<file path="src/design/wls_pkg.sv">
`default_nettype none

package wls_pkg;

    localparam int unsigned WINDOW_DEPTH_DEFAULT = 64;

    localparam int unsigned SAMPLE_W = 32;
    localparam int unsigned SUM_W    = 64;

    // 0.95 taken as 19/20; rank tracked incrementally as quotient and remainder
    localparam int unsigned RANK_REM_W = 5;
    localparam logic [RANK_REM_W:0] RANK_NUM = 6'd19;
    localparam logic [RANK_REM_W:0] RANK_DEN = 6'd20;

    typedef logic [SAMPLE_W-1:0] sample_t;
    typedef logic [SUM_W-1:0]    sum_t;

    typedef struct packed {
        logic start;
        logic remove;
    } sort_cmd_t;

endpackage

`default_nettype wire

</file>
<file path="src/design/wls_div.sv">
`default_nettype none

module wls_div (
    input  wire logic             clk,
    input  wire logic             rst_n,
    input  wire logic             start,
    input  wire wls_pkg::sum_t    num,
    input  wire wls_pkg::sample_t den,
    output logic                  done,
    output wls_pkg::sample_t      quot
);

    import wls_pkg::*;

    localparam int unsigned STEPS  = SUM_W;
    localparam int unsigned STEP_W = $clog2(STEPS + 1);

    // restoring divide, one quotient bit a cycle; quotient shifts in behind numerator
    sum_t                acc_reg, acc_next;
    sample_t             rem_reg, rem_next;
    sample_t             den_reg, den_next;
    logic [STEP_W-1:0]   step_reg, step_next;
    logic                busy_reg, busy_next;
    logic                done_reg, done_next;
    logic [SAMPLE_W:0]   trial;
    logic [SAMPLE_W:0]   diff;
    logic                qbit;

    always_comb
    begin
        trial     = {rem_reg, acc_reg[SUM_W-1]};
        diff      = trial - {1'b0, den_reg};
        qbit      = (trial >= {1'b0, den_reg});
        acc_next  = acc_reg;
        rem_next  = rem_reg;
        den_next  = den_reg;
        step_next = step_reg;
        busy_next = busy_reg;
        done_next = done_reg;
        if (start)
        begin
            acc_next  = num;
            rem_next  = '0;
            den_next  = den;
            step_next = STEP_W'(STEPS);
            busy_next = 1'b1;
            done_next = 1'b0;
        end
        else if (busy_reg)
        begin
            acc_next  = {acc_reg[SUM_W-2:0], qbit};
            rem_next  = qbit ? diff[SAMPLE_W-1:0] : trial[SAMPLE_W-1:0];
            step_next = step_reg - 1'b1;
            if (step_reg == STEP_W'(1))
            begin
                busy_next = 1'b0;
                done_next = 1'b1;
            end
        end
    end

    always_ff @(posedge clk or negedge rst_n)
    begin
        if (!rst_n)
        begin
            step_reg <= '0;
            busy_reg <= 1'b0;
            done_reg <= 1'b0;
        end
        else
        begin
            step_reg <= step_next;
            busy_reg <= busy_next;
            done_reg <= done_next;
        end
    end

    always_ff @(posedge clk)
    begin
        acc_reg <= acc_next;
        rem_reg <= rem_next;
        den_reg <= den_next;
    end

    assign done = done_reg;
    // saturate when the quotient runs past 32 bits
    assign quot = (|acc_reg[SUM_W-1:SAMPLE_W]) ? '1 : acc_reg[SAMPLE_W-1:0];

endmodule

`default_nettype wire

</file>
<file path="config.mk">
export PLATFORM = sky130hd
export DESIGN_NAME = wls_div
export DESIGN_NICKNAME = d
export VERILOG_FILES = /design/src/design/wls_pkg.sv /design/src/design/wls_div.sv
export SDC_FILE = /design/constraint.sdc
export NUM_CORES = 1
export LEC_CHECK = 0
export ABC_AREA = 1
export BUFFER_PORTS_ARGS = -buffer_cell sky130_fd_sc_hd__buf_2
export CORE_ASPECT_RATIO = 1.75
export CORE_MARGIN = 1.5
export CORE_UTILIZATION = 59
export CTS_BUF_LIST = sky130_fd_sc_hd__clkbuf_4 sky130_fd_sc_hd__clkbuf_8 sky130_fd_sc_hd__clkbuf_16
export CTS_CLUSTER_DIAMETER = 100
export DETAILED_ROUTE_END_ITERATION = 16
export PLACE_DENSITY = 0.85
export SLEW_MARGIN = 20
export SYNTH_ARGS = -nofsm -noshare
export SYNTH_HDL_FRONTEND = slang
export SYNTH_SLANG_ARGS = --single-unit
</file>
<file path="constraint.sdc">
create_clock -name clk -period 5.9 [get_ports clk]
set_input_delay 0.295 -clock clk [delete_from_list [all_inputs] [get_ports clk]]
set_output_delay 0.295 -clock clk [all_outputs]
set_load 0.01 [all_outputs]
</file>
==> flow_results.org <==
** STA
- For the final routed database, the setup TNS stands at 0 ns.
- Between clock sinks in the finished design, the worst skew comes to 0.00823 ns.
- Highest clock frequency the design can meet :: 319 MHz
- Setup repair after global routing left no endpoint under its margin.
- Period Utilization, post-route :: 53.1%
- Remaining max-slew budget at the tightest pin :: 29.5%
- On the final layout, the worst hold slack is 0.0394 ns.
- The worst path meets setup with 2.77 ns of slack.
- Final critical delay including setup and external delays :: 3.13 ns
- The final number of hold-violating endpoints is 0.
- Setup violations remaining at the end of the flow were counted as 0.
- Final number of max-transition violations :: 0
- Slew of the pin with the lowest slew margin :: 1.06 ns

** Critical path
- The critical path contains buffers and inverters numbering 3 combined.
- End point of the critical path :: rem_reg[15]
- Master of the slowest instance on the critical path :: nand2_2
- Launching element type of the critical path :: register
- Category of the critical setup timing path :: register to register
- Max incr delay on CP :: 0.59 ns
- Tracing the worst setup path back leads to its startpoint at den_reg[8].
- Among the stages of the critical path, the cell type that occurs most often is nand2_1.
- For the worst setup path, the data arrival time is 3.50 ns.
- Counting cells, the worst reg-to-reg path comes to 15.
- Delay-heaviest family, CP :: simple AND/OR/NAND/NOR gates
- For the worst setup path, the data required time is 6.27 ns.
- Setup slack on the worst reg-to-reg path comes out at 2.77 ns.
- In this run the critical register-to-register path is captured at rem_reg[15].
- Counting buffers and inverters, the worst setup path is 15 cells deep.
- STA classifies the critical path endpoint as a register.
- Walking the worst path, the cells encountered are inv_1, ha_1, nand2_1, inv_1, nand2_1, nand2_1, inv_1, nand3_2, nand2_1, nand2_1, nand2_2, nand2_4, nand2_1, nand3_1, nand2_1.
- Largest fanout on the critical path :: 34
- Reg2Reg Launch Point :: den_reg[8]

** Route
- The detailed router placed 7894 vias in this run.
- After the first detailed-routing iteration, the DRC count stood at 322.
- DRT Wirelength :: 22.4 mm
- Number of detailed-routing iterations run before antenna repair :: 5
- Number of remaining DRC errors :: 0
- After detailed routing, the number of vias per cell comes to 5.26.
- In this run the remaining antenna-violating nets after routing total 0.
- In the final routed layout, each cell accounts on average for 14.9 um.

** Clock network
- Number of buffers added by the clock tree synthesis step :: 17
- Number of hold buffers added after CTS :: 1
- The H-tree was split into 4 levels.
- CTS sink cnt :: 137
- Clock insertion delay at the later pin of the skew report :: 0.43 ns
- CTS tree :: yes
- Reg clk slew, reported paths :: 0.07 ns
- Number of buffers between clock root and the deepest sink :: 2
- Clock root buffer :: clkbuf_16
- Setup Buffers After CTS :: 0
- Gates resized, CTS repair :: 0

** Worst hold path
- Worst Hold Path Cells :: 1
- The worst hold path belongs to the class input port to register.

** Yosys
- Ranked by total cell area, the synthesized netlist is headed by edfxtp_1, nand2_1, inv_1.
- After synthesis the netlist holds a flip-flop and latch count of 137.
- Post-synth EDFFs :: 96
- Summed over all instances, the cell type with the most area after synthesis is edfxtp_1.
- For this run, the register share of the synthesized area comes to 44.0%.
- Prevailing post-synth register cell :: edfxtp_1
- Fraction of post-synthesis cell area in the top cell type by area :: 33.8%
- For this run, the number of Yosys warnings is 0.
- The cell area that synthesis handed to floorplanning was 0.00852 mm^2.
- The average instance in the mapped netlist occupies 7.19 um^2.
- Syn_nets :: 1320
- Post-Synthesis Cells :: 1186
- Post-synthesis cell type count :: 37
- Of all flip-flops after synthesis, the portion carrying an async set or reset was 6.57%.

** GRT
- Entering global routing, the biggest net connects 94 pins.
- For this run the aggregate overflow at the end of global routing stands at 0.
- The initial antenna violation count was 0.
- The number of global-route vias before repair is 7985.
- Global routing consumed, over all layers together, 31.1% of the routing resources.
- First-pass GRT wire length :: 36.5 mm

** Finish
- The finished cells cover 0.00985 mm^2.
- Registers take 0.00375 mm^2.
- Number of antenna repair diodes :: 0
- Once layout is complete, the utilization of the core stands at 69.3%.
- For this run, the number of standard cells in the final layout without fillers is 1501.
- From synthesis to final layout, the design area changed by 15.6%.
- The register with the most flip-flops in the layout has 64 of them.
- Share of final-layout standard cells stronger than drive strength 1 :: 14.3%
- Filler cell count in the final layout :: 1272
- Summing all multi-input logic gate instances after layout gives 0.00379 mm^2.
- The final layout contains 1442 nets.

** Placement
- Placed instance area :: 0.00928 mm^2
- Pre-CTS setup slack :: 2.81 ns
- Estimated wirelength of the detail-placed design :: 16.4 mm
- The count of buffers added on input and output ports is 131.
- At the end of routability-driven placement, the weighted congestion stood at 1.02.
- The number of placed instances, taps included, is 1468.

** Power and ir drop
- In this run switching power makes up 39.9% of total power.
- Maximum VDD drop :: 0.214 mV
- Per report_power, the sequential group accounts for 34.2% of the total.
- Internal power :: 2.25 mW
- Of the total power, combinational logic draws 38.1%.
- Leakage power of the design :: 5.17 nW
- Share of power burned in the clock network :: 27.8%
- The analysis attributes to net switching a power of 1.49 mW.
- Total power :: 3.74 mW
- For this design the ratio of total power to cell area is 380 mW/mm^2.

** Floorplan
- The floorplan step set the die width to 93.9 um.
- The floorplan step set the die height to 162 um.
- The die covers 0.0152 mm^2.
- The core region is 0.0142 mm^2.
- The floorplan has 58 rows.
- For this configuration, the core starts out at a cell density of 59.9%.
- Count of boundary I/O pins :: 132

** Outcome
- The run finished with clean final reports.

** Job
- Max-cap violations in this run came to 0.
## area by class of cell
| cell class | count | share of cell area (%) |
|---|---|---|
| Multi-Input combinational cell | 795 | 38.5 |
| Sequential cell | 137 | 38.1 |
| Inverter | 221 | 8.42 |
| Timing Repair Buffer | 136 | 7.09 |
| Clock buffer | 18 | 4.39 |
| Tap cell | 180 | 2.29 |
| Clock inverter | 14 | 1.30 |
## logic make-up (layout without fill, tap and decap cells)
family,after synthesis,count (layout),synth area share [%]
AOI/OAI and AO/OA,82,82,5.03
xor gates and xnor gates,14,14,1.44
adders and majority gates,35,35,5.23
buffers and inverters,254,389,11.7
DFF,137,137,44.0
and+or+nand+nor,664,664,32.7
## worst min-delay path by stage
stage / start / end / slack (ns)
global placement: rst_n / step_reg[2] / 0.16
CTS: den[14] / den_reg[14] / 0.04
global route: den[7] / den_reg[7] / 0.03
detailed placement: rst_n / done / 0.16
finish: den[14] / den_reg[14] / 0.04
floorplan: rst_n / busy_reg / -0.0006
## Yosys cell counts (all sizes together) (2+ instances only)
cell type and n:
nand3b 14, dfrtp 9, inv 221, o21a 2
nor3 3, nand4 9, nand2 484, dfxtp 32
clkbuf 21, o21ai 51, and2 4, nor4 11
o21bai 3, buf 12, nand3 89, xnor2 13
ha 34, nor2 49, edfxtp 96, a21oi 24
## per-layer routing
metal | wire (um) | part of all wire, % | GRT usage, %
met4 | 1130 | 5.0 | 17.7
met2 | 12400 | 56 | 59.3
met1 | 7850 | 35 | 31.0
met5 | 0 | 0 | 0
met3 | 979 | 4.4 | 4.78
## power groups by stage
stage	clock, mW	combinational [mW]	sequential (mW)
after floorplan	0	1.10	1.27
after global placement	0	1.38	1.29
after detailed placement	0	1.41	1.29
after CTS	1.05	1.42	1.28
after global routing	1.08	1.62	1.29
final	1.04	1.42	1.28
## cell usage in the layout, fill, tap and decap left out, drive strengths merged
cell type    count
dfrtp            9
o21ai           51
nand3b          14
and3             1
xor2             1
clkinv           2
o21bai           3
nor4            11
o21a             2
nand4            9
xnor2           13
edfxtp          96
ha              34
nand3           89
dlygate4sd3      1
nor2            49
nand2          484
clkbuf          18
dfxtp           32
fa               1
and2             4
a21oi           24
o22ai            1
a31oi            1
buf            135
clkinvlp         4
inv            229
nor3             3
(Power assumes the default switching activity.)
